### src/crcfr_pkg.sv
package crcfr_pkg;

    localparam logic [7:0]  START_PLAIN  = 8'hA5;
    localparam logic [7:0]  START_ANSWER = 8'h5A;
    localparam logic [15:0] CRC_INIT     = 16'hFFFF;
    localparam logic [15:0] CRC_POLY     = 16'h1021;

    localparam logic [15:0] MAX_PAYLOAD_RESET = 16'd500;
    localparam logic [63:0] TYPE_MASK_RESET   = 64'd1023;

    localparam int CFG_INDEX_W = 2;
    localparam int CFG_DATA_W  = 64;

    typedef enum logic [CFG_INDEX_W-1:0] {
        REG_MAX_PAYLOAD = 2'd0,
        REG_TYPE_MASK   = 2'd1
    } t_reg_index;

    typedef enum logic [2:0] {
        PH_HUNT    = 3'd0,
        PH_TYPE    = 3'd1,
        PH_LEN_HI  = 3'd2,
        PH_LEN_LO  = 3'd3,
        PH_PAYLOAD = 3'd4,
        PH_CRC_HI  = 3'd5,
        PH_CRC_LO  = 3'd6
    } t_phase;

    typedef enum logic [2:0] {
        ST_OK        = 3'd0,
        ST_BAD_START = 3'd1,
        ST_OVERFLOW  = 3'd2,
        ST_BAD_CRC   = 3'd3,
        ST_BAD_TYPE  = 3'd4
    } t_status;

    typedef enum logic {
        KIND_PAYLOAD = 1'b0,
        KIND_STATUS  = 1'b1
    } t_kind;

    typedef struct packed {
        t_kind       kind;
        logic [7:0]  payload_byte;
        t_status     status;
        logic [7:0]  frame_type;
        logic        answer_start;
        logic [15:0] frame_length;
    } t_result;

endpackage

### src/crcfr_in_if.sv
interface crcfr_in_if;
    logic       valid;
    logic       ready;
    logic [7:0] rx_byte;
    logic       restart;

    modport source (output valid, output rx_byte, output restart, input ready);
    modport sink   (input valid, input rx_byte, input restart, output ready);
endinterface

### src/crcfr_out_if.sv
interface crcfr_out_if;
    logic        valid;
    logic        ready;
    logic        kind;
    logic [7:0]  payload_byte;
    logic [2:0]  status;
    logic [7:0]  frame_type;
    logic        answer_start;
    logic [15:0] frame_length;

    modport source (
        output valid, output kind, output payload_byte, output status,
        output frame_type, output answer_start, output frame_length,
        input ready
    );
    modport sink (
        input valid, input kind, input payload_byte, input status,
        input frame_type, input answer_start, input frame_length,
        output ready
    );
endinterface

### src/crcfr_crc16.sv
module crcfr_crc16 (
    input  logic [15:0] i_crc,
    input  logic [7:0]  i_byte,
    output logic [15:0] o_crc
);

    always_comb begin
        logic [15:0] c;
        c = i_crc ^ {i_byte, 8'h00};
        for (int i = 0; i < 8; i++) begin
            if (c[15]) begin
                c = {c[14:0], 1'b0} ^ crcfr_pkg::CRC_POLY;
            end else begin
                c = {c[14:0], 1'b0};
            end
        end
        o_crc = c;
    end

endmodule

### src/crc_framed_packet_receiver.sv
// Channel  | Direction | Word
// ---------+-----------+-------------------------------------------------------
// i_rx     | in        | rx_byte[7:0], restart
// o_res    | out       | kind, payload_byte[7:0], status[2:0], frame_type[7:0],
//          |           | answer_start, frame_length[15:0]
// cfg      | in        | i_cfg_we, i_cfg_index[1:0], i_cfg_data[63:0]
//
// One word is taken per cycle while i_rx.ready is high; a word that yields a
// result writes it to the output register on the same edge that accepts it.
// i_rx.ready drops only while a result sits in the output register and
// o_res.ready is low. Reset is synchronous on i_rst_n low: the receiver hunts
// for a start byte and both registers return to 500 and 0x3FF.
module crc_framed_packet_receiver (
    input  logic                                i_clk,
    input  logic                                i_rst_n,
    crcfr_in_if.sink                            i_rx,
    crcfr_out_if.source                         o_res,
    input  logic                                i_cfg_we,
    input  logic [crcfr_pkg::CFG_INDEX_W-1:0]   i_cfg_index,
    input  logic [crcfr_pkg::CFG_DATA_W-1:0]    i_cfg_data
);

    crcfr_pkg::t_phase  r_phase,  n_phase;
    logic [15:0]        r_crc,    n_crc;
    logic [7:0]         r_type,   n_type;
    logic [15:0]        r_length, n_length;
    logic [15:0]        r_count,  n_count;
    logic               r_start,  n_start;
    logic [7:0]         r_crc_hi, n_crc_hi;
    logic               r_junk,   n_junk;

    logic [15:0]        r_max_payload;
    logic [63:0]        r_type_mask;

    logic               r_out_valid;
    crcfr_pkg::t_result r_out, n_out;
    logic               n_emit;

    logic               accept;
    logic [15:0]        crc_upd;
    logic [15:0]        len_full;
    logic [15:0]        count_inc;
    logic               type_ok;

    crcfr_crc16 u_crc (
        .i_crc  (r_phase == crcfr_pkg::PH_HUNT ? crcfr_pkg::CRC_INIT : r_crc),
        .i_byte (i_rx.rx_byte),
        .o_crc  (crc_upd)
    );

    assign i_rx.ready = !r_out_valid || o_res.ready;
    assign accept     = i_rx.valid && i_rx.ready;
    assign len_full   = {r_length[15:8], i_rx.rx_byte};
    assign count_inc  = r_count + 16'd1;
    assign type_ok    = (r_type[7:6] == 2'b00) && r_type_mask[r_type[5:0]];

    always_comb begin
        n_phase  = r_phase;
        n_crc    = r_crc;
        n_type   = r_type;
        n_length = r_length;
        n_count  = r_count;
        n_start  = r_start;
        n_crc_hi = r_crc_hi;
        n_junk   = r_junk;
        n_emit   = 1'b0;

        n_out.kind         = crcfr_pkg::KIND_STATUS;
        n_out.payload_byte = 8'h00;
        n_out.status       = crcfr_pkg::ST_OK;
        n_out.frame_type   = r_type;
        n_out.answer_start = r_start;
        n_out.frame_length = r_length;

        if (i_rx.restart) begin
            n_phase = crcfr_pkg::PH_HUNT;
            n_crc   = crcfr_pkg::CRC_INIT;
            n_count = 16'd0;
            n_junk  = 1'b0;
        end else begin
            case (r_phase)
                crcfr_pkg::PH_HUNT: begin
                    if (i_rx.rx_byte == crcfr_pkg::START_PLAIN ||
                        i_rx.rx_byte == crcfr_pkg::START_ANSWER) begin
                        n_start = (i_rx.rx_byte == crcfr_pkg::START_ANSWER);
                        n_crc   = crc_upd;
                        n_junk  = 1'b0;
                        n_phase = crcfr_pkg::PH_TYPE;
                    end else if (!r_junk) begin
                        n_junk             = 1'b1;
                        n_emit             = 1'b1;
                        n_out.status       = crcfr_pkg::ST_BAD_START;
                        n_out.frame_type   = 8'h00;
                        n_out.answer_start = 1'b0;
                        n_out.frame_length = 16'h0000;
                    end
                end
                crcfr_pkg::PH_TYPE: begin
                    n_type  = i_rx.rx_byte;
                    n_crc   = crc_upd;
                    n_phase = crcfr_pkg::PH_LEN_HI;
                end
                crcfr_pkg::PH_LEN_HI: begin
                    n_length = {i_rx.rx_byte, 8'h00};
                    n_crc    = crc_upd;
                    n_phase  = crcfr_pkg::PH_LEN_LO;
                end
                crcfr_pkg::PH_LEN_LO: begin
                    n_length = len_full;
                    n_crc    = crc_upd;
                    n_count  = 16'd0;
                    if (len_full > r_max_payload) begin
                        n_emit             = 1'b1;
                        n_out.status       = crcfr_pkg::ST_OVERFLOW;
                        n_out.frame_length = len_full;
                        n_phase            = crcfr_pkg::PH_HUNT;
                        n_crc              = crcfr_pkg::CRC_INIT;
                        n_junk             = 1'b0;
                    end else if (len_full == 16'd0) begin
                        n_phase = crcfr_pkg::PH_CRC_HI;
                    end else begin
                        n_phase = crcfr_pkg::PH_PAYLOAD;
                    end
                end
                crcfr_pkg::PH_PAYLOAD: begin
                    n_crc   = crc_upd;
                    n_count = count_inc;
                    if (count_inc >= r_length) begin
                        n_phase = crcfr_pkg::PH_CRC_HI;
                    end
                    n_emit             = 1'b1;
                    n_out.kind         = crcfr_pkg::KIND_PAYLOAD;
                    n_out.payload_byte = i_rx.rx_byte;
                end
                crcfr_pkg::PH_CRC_HI: begin
                    n_crc_hi = i_rx.rx_byte;
                    n_phase  = crcfr_pkg::PH_CRC_LO;
                end
                crcfr_pkg::PH_CRC_LO: begin
                    n_emit = 1'b1;
                    if (r_crc_hi != r_crc[15:8] || i_rx.rx_byte != r_crc[7:0]) begin
                        n_out.status = crcfr_pkg::ST_BAD_CRC;
                    end else if (!type_ok) begin
                        n_out.status = crcfr_pkg::ST_BAD_TYPE;
                    end
                    n_phase = crcfr_pkg::PH_HUNT;
                    n_crc   = crcfr_pkg::CRC_INIT;
                    n_count = 16'd0;
                    n_junk  = 1'b0;
                end
                default: begin
                    n_phase = crcfr_pkg::PH_HUNT;
                    n_crc   = crcfr_pkg::CRC_INIT;
                    n_count = 16'd0;
                    n_junk  = 1'b0;
                end
            endcase
        end
    end

    always_ff @(posedge i_clk) begin
        if (!i_rst_n) begin
            r_phase  <= crcfr_pkg::PH_HUNT;
            r_crc    <= crcfr_pkg::CRC_INIT;
            r_type   <= 8'h00;
            r_length <= 16'h0000;
            r_count  <= 16'h0000;
            r_start  <= 1'b0;
            r_crc_hi <= 8'h00;
            r_junk   <= 1'b0;
        end else if (accept) begin
            r_phase  <= n_phase;
            r_crc    <= n_crc;
            r_type   <= n_type;
            r_length <= n_length;
            r_count  <= n_count;
            r_start  <= n_start;
            r_crc_hi <= n_crc_hi;
            r_junk   <= n_junk;
        end
    end

    always_ff @(posedge i_clk) begin
        if (!i_rst_n) begin
            r_max_payload <= crcfr_pkg::MAX_PAYLOAD_RESET;
            r_type_mask   <= crcfr_pkg::TYPE_MASK_RESET;
        end else if (i_cfg_we) begin
            case (i_cfg_index)
                crcfr_pkg::REG_MAX_PAYLOAD: r_max_payload <= i_cfg_data[15:0];
                crcfr_pkg::REG_TYPE_MASK:   r_type_mask   <= i_cfg_data;
                default: begin
                end
            endcase
        end
    end

    // hold the result until taken
    always_ff @(posedge i_clk) begin
        if (!i_rst_n) begin
            r_out_valid <= 1'b0;
        end else if (accept && n_emit) begin
            r_out_valid <= 1'b1;
        end else if (o_res.ready) begin
            r_out_valid <= 1'b0;
        end
    end

    always_ff @(posedge i_clk) begin
        if (accept && n_emit) begin
            r_out <= n_out;
        end
    end

    assign o_res.valid        = r_out_valid;
    assign o_res.kind         = r_out.kind;
    assign o_res.payload_byte = r_out.payload_byte;
    assign o_res.status       = r_out.status;
    assign o_res.frame_type   = r_out.frame_type;
    assign o_res.answer_start = r_out.answer_start;
    assign o_res.frame_length = r_out.frame_length;

    a_junk_only_hunting: assert property (@(posedge i_clk) disable iff (!i_rst_n)
        (r_phase != crcfr_pkg::PH_HUNT) |-> !r_junk)
        else $error("junk flag set outside hunting");

    a_count_below_length: assert property (@(posedge i_clk) disable iff (!i_rst_n)
        (r_phase == crcfr_pkg::PH_PAYLOAD) |-> (r_count < r_length))
        else $error("payload count reached length in payload phase");

    a_payload_status_ok: assert property (@(posedge i_clk) disable iff (!i_rst_n)
        (r_out_valid && r_out.kind == crcfr_pkg::KIND_PAYLOAD)
            |-> (r_out.status == crcfr_pkg::ST_OK))
        else $error("payload word carries a status");

    a_overflow_hunts: assert property (@(posedge i_clk) disable iff (!i_rst_n)
        (accept && !i_rx.restart && r_phase == crcfr_pkg::PH_LEN_LO &&
         len_full > r_max_payload) |=> (r_phase == crcfr_pkg::PH_HUNT))
        else $error("overflow did not return to hunting");

    a_result_from_accept: assert property (@(posedge i_clk) disable iff (!i_rst_n)
        $rose(r_out_valid) |-> $past(accept))
        else $error("result appeared without an accepted word");

endmodule

### src/flat_wrapper.sv
// flat-port wrapper written by rule: the top's interface ports become plain ports
module crc_framed_packet_receiver_flat 
  (i_clk, i_rst_n, i_cfg_we, i_cfg_index, i_cfg_data, i_rx_valid, i_rx_rx_byte, i_rx_restart, i_rx_ready, o_res_valid, o_res_kind, o_res_payload_byte, o_res_status, o_res_frame_type, o_res_answer_start, o_res_frame_length, o_res_ready);
  crcfr_in_if i_rx_i ();
  crcfr_out_if o_res_i ();
  input  logic i_clk;
  input  logic i_rst_n;
  input  logic i_cfg_we;
  input  logic [crcfr_pkg::CFG_INDEX_W-1:0] i_cfg_index;
  input  logic [crcfr_pkg::CFG_DATA_W-1:0] i_cfg_data;
  input wire logic [$bits(i_rx_i.valid)-1:0] i_rx_valid;
  input wire logic [$bits(i_rx_i.rx_byte)-1:0] i_rx_rx_byte;
  input wire logic [$bits(i_rx_i.restart)-1:0] i_rx_restart;
  output wire logic [$bits(i_rx_i.ready)-1:0] i_rx_ready;
  output wire logic [$bits(o_res_i.valid)-1:0] o_res_valid;
  output wire logic [$bits(o_res_i.kind)-1:0] o_res_kind;
  output wire logic [$bits(o_res_i.payload_byte)-1:0] o_res_payload_byte;
  output wire logic [$bits(o_res_i.status)-1:0] o_res_status;
  output wire logic [$bits(o_res_i.frame_type)-1:0] o_res_frame_type;
  output wire logic [$bits(o_res_i.answer_start)-1:0] o_res_answer_start;
  output wire logic [$bits(o_res_i.frame_length)-1:0] o_res_frame_length;
  input wire logic [$bits(o_res_i.ready)-1:0] o_res_ready;
  assign i_rx_i.valid = i_rx_valid;
  assign i_rx_i.rx_byte = i_rx_rx_byte;
  assign i_rx_i.restart = i_rx_restart;
  assign i_rx_ready = i_rx_i.ready;
  assign o_res_valid = o_res_i.valid;
  assign o_res_kind = o_res_i.kind;
  assign o_res_payload_byte = o_res_i.payload_byte;
  assign o_res_status = o_res_i.status;
  assign o_res_frame_type = o_res_i.frame_type;
  assign o_res_answer_start = o_res_i.answer_start;
  assign o_res_frame_length = o_res_i.frame_length;
  assign o_res_i.ready = o_res_ready;
  crc_framed_packet_receiver u_core (.i_clk(i_clk), .i_rst_n(i_rst_n), .i_rx(i_rx_i), .o_res(o_res_i), .i_cfg_we(i_cfg_we), .i_cfg_index(i_cfg_index), .i_cfg_data(i_cfg_data));
endmodule
### config.mk
export PLATFORM = sky130hd
export DESIGN_NAME = crc_framed_packet_receiver_flat
export DESIGN_NICKNAME = d
export VERILOG_FILES = /design/src/crcfr_pkg.sv /design/src/crcfr_in_if.sv /design/src/crcfr_out_if.sv /design/src/crcfr_crc16.sv /design/src/crc_framed_packet_receiver.sv /design/src/flat_wrapper.sv
export SDC_FILE = /design/constraint.sdc
export NUM_CORES = 1
export LEC_CHECK = 0
export BUFFER_PORTS_ARGS = -buffer_cell sky130_fd_sc_hd__buf_2
export CAP_MARGIN = 30
export CORE_UTILIZATION = 55
export DETAILED_ROUTE_END_ITERATION = 6
export PLACE_DENSITY = 0.76
export SYNTH_ARGS = -nofsm -noshare
export SYNTH_HDL_FRONTEND = slang
export SYNTH_SLANG_ARGS = --single-unit
### constraint.sdc
create_clock -name i_clk -period 6.25 [get_ports i_clk]
set_input_delay 0.3125 -clock i_clk [delete_from_list [all_inputs] [get_ports i_clk]]
set_output_delay 0.3125 -clock i_clk [all_outputs]
set_load 0.1 [all_outputs]
==> results.sh, run 1 <==
export IMPL_portBuffers=118
export IMPL_power_density_mw_per_mm2=249
export IMPL_ys_seq_area_share_pct=43.7
export IMPL_fmax_mhz=272
export IMPL_tightest_slew_ns=0.848
export IMPL_finalSetupViolations=0
export IMPL_critPathLaunch="u_core.r_count[2]"
export IMPL_die_w_um=133
export IMPL_final_nets=1251
export IMPL_initial_utilization_pct=56.6
export IMPL_clockBufferDepth=2
export IMPL_cp_required_ns=6.58
export IMPL_core_area_mm2=0.0166
export IMPL_htreeDepth=4
export IMPL_placed_cells=1339
export IMPL_drive_gt1_share_pct=16.7
export IMPL_postRouteAntennaNets=0
export IMPL_synth_cell_types=59
export IMPL_drtIter0Drc=442
export IMPL_cpPeakStageDelay_ns=0.53
export IMPL_syn2layout_area_growth_pct=13.4
export IMPL_synth_seq_cells=187
export IMPL_numCtsBuffers=17
export IMPL_postCtsHoldBufs=0
export IMPL_drc=0
export IMPL_die_h_um=133
export IMPL_r2r_start="u_core.r_count[2]"
export IMPL_min_period_ns=3.68
export IMPL_final_max_slew_viol_count=0
export IMPL_wl_per_cell_um=15.4
export IMPL_met1_length_um=9410
export IMPL_critical_path_endpoint="u_core.r_phase[0]"
export IMPL_synth_area_mm2=0.00941
export IMPL_report_final_hold_viol_count=0
export IMPL_reg2reg_setup_slack_ns=2.57
export IMPL_io_pins=119
export IMPL_stdcell_count=1371
export IMPL_cp_start_kind="flip-flop"
export IMPL_tns_ns=0
export IMPL_cts_setup_buffers=0
export IMPL_synth_edf_count=37
export IMPL_place_hpwl_um=14600
export IMPL_via_per_inst=5.44
export IMPL_synth_avg_cell_area_um2=8.86
export IMPL_finalCritPeriodShare_pct=58.8
export IMPL_grt_max_degree=79
export IMPL_row_count=47
export IMPL_maxCapViolCount=0
export IMPL_dieArea_mm2=0.0176
export IMPL_clk_latency_ns=0.44
export IMPL_whs_ns=0.0932
export IMPL_route_met3_wl_um=1050
export IMPL_p_leak_uw=0.00415
export IMPL_critPathKind="flip-flop to flip-flop"
export IMPL_globalRouteOverflowTotal=0
export IMPL_critPathMaxFanout=5
export IMPL_ff2ff_path_depth=12
export IMPL_wl_met2_um=10200
export IMPL_synth_nets=1175
export IMPL_grt_usage_pct=25.1
export IMPL_routed_wl_um=21200
export IMPL_yosys_warnings=0
export IMPL_dr_pass1_iters=4
export IMPL_antenna_cells=0
export IMPL_routabilityCongestion=0.829
export IMPL_r2r_end="u_core.r_phase[0]"
export IMPL_cts_resized=0
export IMPL_finClkSkew_ns=0.00841
export IMPL_vias=7454
export IMPL_nFillCells=1431
export IMPL_grt_pass1_vias=7080
export IMPL_grt_pass1_wl_um=35000
export IMPL_cp_arrival_ns=4.01
export IMPL_cts_tree="built"
export IMPL_clock_sinks=187
export IMPL_crit_chain="nand3_1 > nor3_1 > nand3_1 > nor2_1 > xor2_1 > ha_1 > and3_1 > a2111oi_0 > nor3_1 > a21oi_1 > mux2_2 > a22o_2"
export IMPL_cts_root_buf="clkbuf_16"
export IMPL_synth_top_flop_cell="dfxtp_1"
export IMPL_max_slew_margin_pct=43.4
export IMPL_antenna_found_initial=1
export IMPL_cts_clk_slew_worst_paths_ns=0.07
export IMPL_cp_slowest_cell="nor3_1"
export IMPL_ir_worst_vdd_mv=0.204
export IMPL_hp_class="primary input to flip-flop"
export IMPL_end_kind="flip-flop"
export IMPL_synthArstFlopShare_pct=0
export IMPL_synth_cells=1062
export IMPL_rsz0062_at_grt="false"
export IMPL_outcome="completed"
export IMPL_routed_top_layer="met5"
==> registers in the layout, indices dropped and copies added, names as in the netlist, 8 cells and up <==
name,cells
u_core.o_res.payload_byte,8
u_core.r_crc_hi,8
u_core.r_max_payload,16
u_core.r_count,16
u_core.r_crc,16
u_core.r_length,16
u_core.r_type,8
u_core.o_res.frame_length,16
u_core.o_res.frame_type,8
u_core.r_type_mask,64
==> per-stage QoR <==
stage | instance area [um^2] | setup WS, ns | util (%) | power [uW]
after floorplan | 9410 | 0.943 | - | 1560
after global placement | 10100 | 2.68 | 60.6 | 1640
after detailed placement | 10100 | 2.62 | 60.8 | 1650
after CTS | 10700 | 2.57 | 64.2 | 2680
after global routing | 10700 | 2.27 | 64.2 | 2760
final | 10700 | 2.57 | 64.2 | 2660
==> worst min-delay path by stage <==
stage	start	to	slack [ns]	cells past startpoint
final	i_cfg_data[2]	u_core.r_type_mask[2]	0.09	3
after global routing	i_cfg_data[2]	u_core.r_type_mask[2]	0.09	3
after CTS	i_cfg_data[2]	u_core.r_type_mask[2]	0.08	3
after detailed placement	u_core.r_type_mask[2]	u_core.r_type_mask[2]	0.45	2
after global placement	u_core.r_type_mask[2]	u_core.r_type_mask[2]	0.45	2
after floorplan	u_core.r_type_mask[2]	u_core.r_type_mask[2]	0.44	2
==> cell usage in the layout (no fill, tap or decap), types with 7 or more instances in the layout <==
cell and n:
inv_1 35, and3_1 11, mux4_2 16, ha_1 33, buf_2 118, xnor2_1 45
o21ai_0 35, nor3_1 10, dfxtp_1 150, nor2_1 71, nand3_1 32, buf_4 9
o211ai_1 8, xor2_1 17, nand4_1 8, a21boi_0 84, nor4_1 7, clkbuf_16 17
a21oi_1 32, edfxtp_1 37, and2_1 11, nand2_1 218, mux2i_1 17, a22o_1 9
nor2b_1 38
==> final cells by class <==
class / instances / area, um^2 / share of cell area [%]
timing repair buffer: 129 / 689 / 6.46
clock inverter: 12 / 98.8 / 0.926
multi-input combinational: 768 / 4900 / 45.9
tap: 220 / 275 / 2.58
clock buffer: 20 / 467 / 4.37
inverter: 35 / 131 / 1.23
sequential: 187 / 4110 / 38.5
==> synth_stat cells (all sizes together), types with 2 or more instances <==
library cell	instances	area share, %
nand2	218	8.7
dfxtp	150	32
a21boi	84	6.7
nor2	71	2.8
clkbuf	64	2.6
xnor2	45	4.2
nor2b	38	2.5
edfxtp	37	12
inv	35	1.4
o21ai	35	1.9
a21oi	33	1.8
ha	33	4.4
nand3	32	1.7
mux2i	17	1.8
xor2	17	1.6
mux4	16	3.8
and2	11	0.73
and3	11	0.73
nor3	11	0.58
a22o	10	0.94
nand4	9	0.66
o211ai	8	0.64
a211oi	7	0.56
buf	7	0.41
nor4	7	0.47
o21a	6	0.48
o22ai	5	0.33
or3	5	0.33
and3b	4	0.37
nand3b	4	0.32
nand2b	3	0.20
a2111oi	2	0.19
and4	2	0.19
mux2	2	0.24
nor3b	2	0.16
nor4b	2	0.19
o21bai	2	0.16
or4	2	0.20
==> power breakdown <==
group	total, uW	switching, uW	internal, uW
combinational	328	224	104
sequential	1290	24.4	1270
clock	1040	492	552
total	2660	740	1920
==> kinds of logic after synthesis <==
group | count (synthesis) | share of synthesized area, %
simple gates | 436 | 21.2
compound gates | 202 | 14.6
flops | 187 | 43.7
buf+inv | 107 | 4.47
xor+xnor | 62 | 5.77
mux | 35 | 5.87
fa+ha+maj | 33 | 4.39
==> critical path, delay by kind of cell (launching register included) <==
kind                       cells  cell delay, ns
and+or+nand+nor                6            1.50
DFF                            1            0.41
adders and majority gates      1            0.25
muxes                          1            0.36
xor gates and xnor gates       1            0.18
AOI/OAI and AO/OA              3            0.88
==> routing by layer <==
layer,up-vias,track usage (%)
li1,3779,-
met1,3467,31.6
met2,170,41.6
met3,36,5.44
met4,2,10.4
met5,-,0
Power figures use the tool's default switching activity.
==> inputs of run 2 (changes only) <==
- clock period: 6.25 -> 3.8 ns (I/O delays scaled with it)
==> run 2 against run 1 <==
Against the previous run:
- global-route usage is 0.77 points higher
- clock skew grew 0.0030 ns
- non-clock buffer count rose by 44
- worst hold slack worse by 0.083 ns
- sequential power rose by 64%
- count of clock-buffer cells in the layout decreased by 1
- flip-flop and latch count unchanged
- critical path depth increased by 2
- combinational power up 76%
- cell count is 3.3% higher
==> results.sh, run 2 (synthesized netlist as in run 1, its figures left out) <==
export IMPL_dr_pass1_iters=5
export IMPL_clk_latency_ns=0.44
export IMPL_grt_usage_pct=25.8
export IMPL_globalRouteOverflowTotal=0
export IMPL_grt_pass1_vias=7346
export IMPL_core_area_mm2=0.0166
export IMPL_utilization_pct=66.7
export IMPL_clockBufferDepth=2
export IMPL_cp_slowest_cell="dfxtp_1"
export IMPL_min_period_ns=3.48
export IMPL_max_slew_margin_pct=44.7
export IMPL_hp_class="primary input to flip-flop"
export IMPL_grt_pass1_wl_um=36100
export IMPL_p_leak_uw=0.00434
export IMPL_maxCapViolCount=0
export IMPL_cts_tree="built"
export IMPL_postRouteAntennaNets=0
export IMPL_drtIter0Drc=498
export IMPL_ff_latch_area_mm2=0.00411
export IMPL_finalSetupViolations=0
export IMPL_routabilityCongestion=0.881
export IMPL_cts_root_buf="clkbuf_16"
export IMPL_grt_max_degree=83
export IMPL_final_max_slew_viol_count=0
export IMPL_portBuffers=118
export IMPL_crit_chain="ha_1 > nand2_1 > nor2_2 > and3_1 > nand3_1 > xnor2_1 > ha_1 > a21oi_1 > nor2b_1 > a2111oi_0 > nor3_1 > a21oi_1 > mux2_2 > a22o_2"
export IMPL_dp_slack_ns=0.302
export IMPL_antenna_found_initial=2
export IMPL_fmax_mhz=287
export IMPL_vias=7688
export IMPL_initial_utilization_pct=56.6
export IMPL_ir_worst_vdd_mv=0.345
export IMPL_cpPeakStageDelay_ns=0.43
export IMPL_htreeDepth=4
export IMPL_critPathMaxFanout=7
export IMPL_cp_required_ns=4.13
export IMPL_finalCritPeriodShare_pct=91.6
export IMPL_syn2layout_area_growth_pct=17.9
export IMPL_setup_ws_ns=0.320
export IMPL_wl_per_cell_um=15.5
export IMPL_tns_ns=0
export IMPL_via_per_inst=5.43
export IMPL_io_pins=119
export IMPL_cp_buffers_inverters=0
export IMPL_final_common_cell="nand2_1"
export IMPL_drive_gt1_share_pct=16.7
export IMPL_regMostFlops="u_core.r_type_mask"
export IMPL_drc=0
export IMPL_power_total_uw=4430
export IMPL_cts_setup_buffers=0
export IMPL_place_hpwl_um=14700
export IMPL_cp_start_kind="flip-flop"
export IMPL_critPathKind="flip-flop to flip-flop"
export IMPL_end_kind="flip-flop"
export IMPL_numCtsBuffers=17
export IMPL_tightest_slew_ns=0.830
export IMPL_final_cell_mix="218 x nand2_1, 150 x dfxtp_1, 118 x buf_2, 84 x a21boi_0, 70 x nor2_1"
export IMPL_clock_sinks=187
export IMPL_cts_clk_slew_worst_paths_ns=0.07
export IMPL_outcome="completed"
export IMPL_routed_wl_um=21900
export IMPL_nFillCells=1364
export IMPL_cp_arrival_ns=3.81
export IMPL_die_h_um=133
export IMPL_final_nets=1295
export IMPL_report_final_hold_viol_count=0
export IMPL_rsz0062_at_grt="false"
export IMPL_power_density_mw_per_mm2=399
export IMPL_largest_register_ffs=64
export IMPL_crit_family="compound AO/OA/AOI/OAI gates"
export IMPL_row_count=47
export IMPL_dieArea_mm2=0.0176
export IMPL_finClkSkew_ns=0.0114
export IMPL_die_w_um=133
export IMPL_multi_input_area_mm2=0.00491
-- run 2: cell types whose count changed in the layout (fill, tap and decap cells not counted), moves of 2 or more --
cell	change
clkinv_4	-2
inv_4	-2
clkinv_2	+2
clkinv_1	+2
buf_4	+11
clkbuf_16	+2
clkbuf_8	-3
dlygate4sd3_1	+35
-- run 2: worst paths after layout --
kind                                from                endpoint  slack (ns)  depth (start not counted)
setup / recovery       u_core.r_count[0]       u_core.r_phase[0]        0.32                         14
hold / removal            i_cfg_data[60]  u_core.r_type_mask[60]        0.01                          3
setup reg to reg       u_core.r_count[0]       u_core.r_phase[0]        0.32                         14
hold reg to reg   u_core.r_type_mask[39]  u_core.r_type_mask[39]        0.46                          2
-- run 2: through the flow --
step | instance area, um^2 | hold WS, ns | std cells
6_report | 11100 | 0.0105 | 1416
5_1_grt | 11100 | 0.00907 | 1415
4_1_cts | 11100 | 0.000109 | 1415
3_5_place_dp | 10200 | 0.425 | 1348
3_3_place_gp | 10200 | 0.418 | 1347
2_1_floorplan | 9430 | 0.314 | 1062
-- run 2: timing repair --
action,CTS,global route
hold endpoints to repair,40,0
endpoints found under the setup margin,0,1
gates resized for setup,0,2
hold buffers,35,0
-- run 2: report_power, final --
part           switching (uW)  internal, uW  leakage (uW)
clock                     802           930      0.000285
sequential               36.5          2080       0.00157
combinational             379           197       0.00248
total                    1220          3210       0.00434
-- run 2: layer usage --
| layer | share of wire (%) | global-route usage (%) | up-vias |
|---|---|---|---|
| li1 | - | - | 3864 |
| met1 | 44 | 33.3 | 3569 |
| met2 | 49 | 42.8 | 220 |
| met3 | 5.4 | 4.94 | 35 |
| met4 | 2.1 | 10.0 | 0 |
| met5 | 0 | 0 | - |
-- run 2: final cells by class --
class                      count  share of cell area [%]
multi-input combinational    768                    44.2
sequential                   187                    37.1
timing repair buffer         173                    9.83
clock buffer                  19                    4.28
tap                          220                    2.48
inverter                      35                    1.18
clock inverter                13                   0.924
antenna                        1                  0.0225
-- run 2: worst register-to-register path: stages (launching register included) --
cell and delay (ns):
dfxtp_1 0.43, ha_1 0.25, nand2_1 0.08, nor2_2 0.22
and3_1 0.22, nand3_1 0.10, xnor2_1 0.23, ha_1 0.28
a21oi_1 0.14, nor2b_1 0.07, a2111oi_0 0.39, nor3_1 0.08
a21oi_1 0.26, mux2_2 0.37, a22o_2 0.25
==> inputs of run 3 (changes only) <==
==> constraint.sdc (replaced) <==
create_clock -name i_clk -period 3.8 [get_ports i_clk]
set_input_delay 0.76 -clock i_clk [delete_from_list [all_inputs] [get_ports i_clk]]
set_output_delay 0.76 -clock i_clk [all_outputs]
set_load 0.1 [all_outputs]
==> run 3 against run 2 <==
Against the previous run:
- cell count decreased by 2.0%
- via count down 1.7%
- sequential share of layout area rose by 0.87 points
- critical path depth unchanged
- combinational power decreased by 3.5%
- global-route usage about the same
- critical endpoint unchanged
==> results.sh, run 3 (synthesized netlist as in run 1, its figures left out) <==
export IMPL_outcome="completed"
export IMPL_cpPeakStageDelay_ns=0.41
export IMPL_hp_class="flip-flop to flip-flop"
export IMPL_htreeDepth=4
export IMPL_final_max_slew_viol_count=0
export IMPL_grt_pass1_wl_um=35900
export IMPL_nFillCells=1406
export IMPL_cp_slowest_cell="dfxtp_1"
export IMPL_largest_register_ffs=64
export IMPL_setup_ws_ns=0.313
export IMPL_fmax_mhz=287
export IMPL_numCtsBuffers=17
export IMPL_ir_worst_vdd_mv=0.324
export IMPL_wl_per_cell_um=15.7
export IMPL_tightest_slew_ns=0.638
export IMPL_via_per_inst=5.45
export IMPL_finalCritPeriodShare_pct=91.8
export IMPL_maxCapViolCount=0
export IMPL_cts_root_buf="clkbuf_16"
export IMPL_io_pins=119
export IMPL_routabilityCongestion=0.840
export IMPL_crit_chain="ha_1 > nand2_1 > nor2_2 > and3_1 > nand3_1 > xnor2_1 > ha_1 > a21oi_1 > nand2_1 > a211oi_1 > o41ai_1 > a21oi_1 > mux2_2 > a22o_2"
export IMPL_crit_family="compound AO/OA/AOI/OAI gates"
export IMPL_drive_gt1_share_pct=17.5
export IMPL_grt_pass1_vias=7218
export IMPL_routed_wl_um=21700
export IMPL_report_final_hold_viol_count=0
export IMPL_dieArea_mm2=0.0176
export IMPL_drtIter0Drc=432
export IMPL_regMostFlops="u_core.r_type_mask"
export IMPL_end_kind="flip-flop"
export IMPL_cts_clk_slew_worst_paths_ns=0.07
export IMPL_power_density_mw_per_mm2=419
export IMPL_clockBufferDepth=2
export IMPL_initial_utilization_pct=56.6
export IMPL_critPathKind="flip-flop to flip-flop"
export IMPL_die_h_um=133
export IMPL_vias=7561
export IMPL_finClkSkew_ns=0.00882
export IMPL_rsz0062_at_grt="false"
export IMPL_clock_sinks=187
export IMPL_cp_start_kind="flip-flop"
export IMPL_place_hpwl_um=15000
export IMPL_min_period_ns=3.49
export IMPL_grt_usage_pct=25.8
export IMPL_postRouteAntennaNets=0
export IMPL_cp_arrival_ns=3.81
export IMPL_p_leak_uw=0.00424
export IMPL_critPathMaxFanout=7
export IMPL_die_w_um=133
export IMPL_dp_slack_ns=0.301
export IMPL_clk_latency_ns=0.44
export IMPL_final_cell_mix="218 x nand2_1, 150 x dfxtp_1, 117 x buf_2, 84 x a21boi_0, 70 x nor2_1"
export IMPL_final_nets=1265
export IMPL_core_area_mm2=0.0166
export IMPL_syn2layout_area_growth_pct=15.2
export IMPL_cts_tree="built"
export IMPL_final_common_cell="nand2_1"
export IMPL_row_count=47
export IMPL_portBuffers=118
export IMPL_cp_buffers_inverters=0
export IMPL_grt_max_degree=72
export IMPL_drc=0
export IMPL_cp_required_ns=4.13
export IMPL_tns_ns=0
export IMPL_finalSetupViolations=0
export IMPL_antenna_found_initial=2
export IMPL_max_slew_margin_pct=57.5
export IMPL_dr_pass1_iters=5
export IMPL_globalRouteOverflowTotal=0
==> run 3: final timing paths <==
check	start	endpoint	slack, ns	depth (start not counted)
max reg2reg	u_core.r_count[0]	u_core.r_phase[0]	0.31	14
min	u_core.r_type_mask[60]	u_core.r_type_mask[60]	0.46	2
max	u_core.r_count[0]	u_core.r_phase[0]	0.31	14
min reg2reg	u_core.r_type_mask[60]	u_core.r_type_mask[60]	0.46	2
==> run 3: stage by stage <==
step                total power (uW)  utilization (%)  hold WS (ns)  cells  area (um^2)
floorplan                       2570                -         0.435   1062         9430
global placement                2710             61.2         0.446   1352        10200
detailed placement              2720             61.4         0.454   1353        10200
CTS                             4570             65.1         0.465   1385        10800
global route                    4700             65.1         0.489   1385        10800
finish                          4540             65.2         0.461   1387        10800
==> run 3: report_power, final <==
group	internal (uW)	switching, uW
Sequential	2080	35.9
Clock	1080	784
Combinational	178	378
Total	3340	1200
==> run 3: timing repair <==
item | 4_1_cts | 5_1_grt
gates resized for setup | 0 | 1
endpoints found under the setup margin | 0 | 1
hold buffers | 0 | 0
setup buffers | 0 | 0
==> run 3: worst min-delay path, cell delays in order, from the launching register on <==
cell and delay (ns):
dfxtp_1 0.31, nand2_1 0.04, a21boi_0 0.06
==> run 3: layout make-up <==
class | count | area [um^2] | share of cell area (%)
Multi-Input combinational cell | 768 | 4900 | 45.2
Sequential cell | 187 | 4110 | 37.9
Inverter | 35 | 131 | 1.21
Timing Repair Buffer | 143 | 793 | 7.32
Clock buffer | 22 | 497 | 4.58
Antenna cell | 2 | 5.00 | 0.0462
Tap cell | 220 | 275 | 2.54
Clock inverter | 10 | 128 | 1.18
==> run 3: routing by layer <==
metal / up-vias / part of all wire (%) / global-route usage (%)
met5: - / 0 / 0
met3: 34 / 5.9 / 6.48
met4: 0 / 2.3 / 9.77
li1: 3812 / - / -
met1: 3511 / 44 / 32.6
met2: 204 / 48 / 42.5
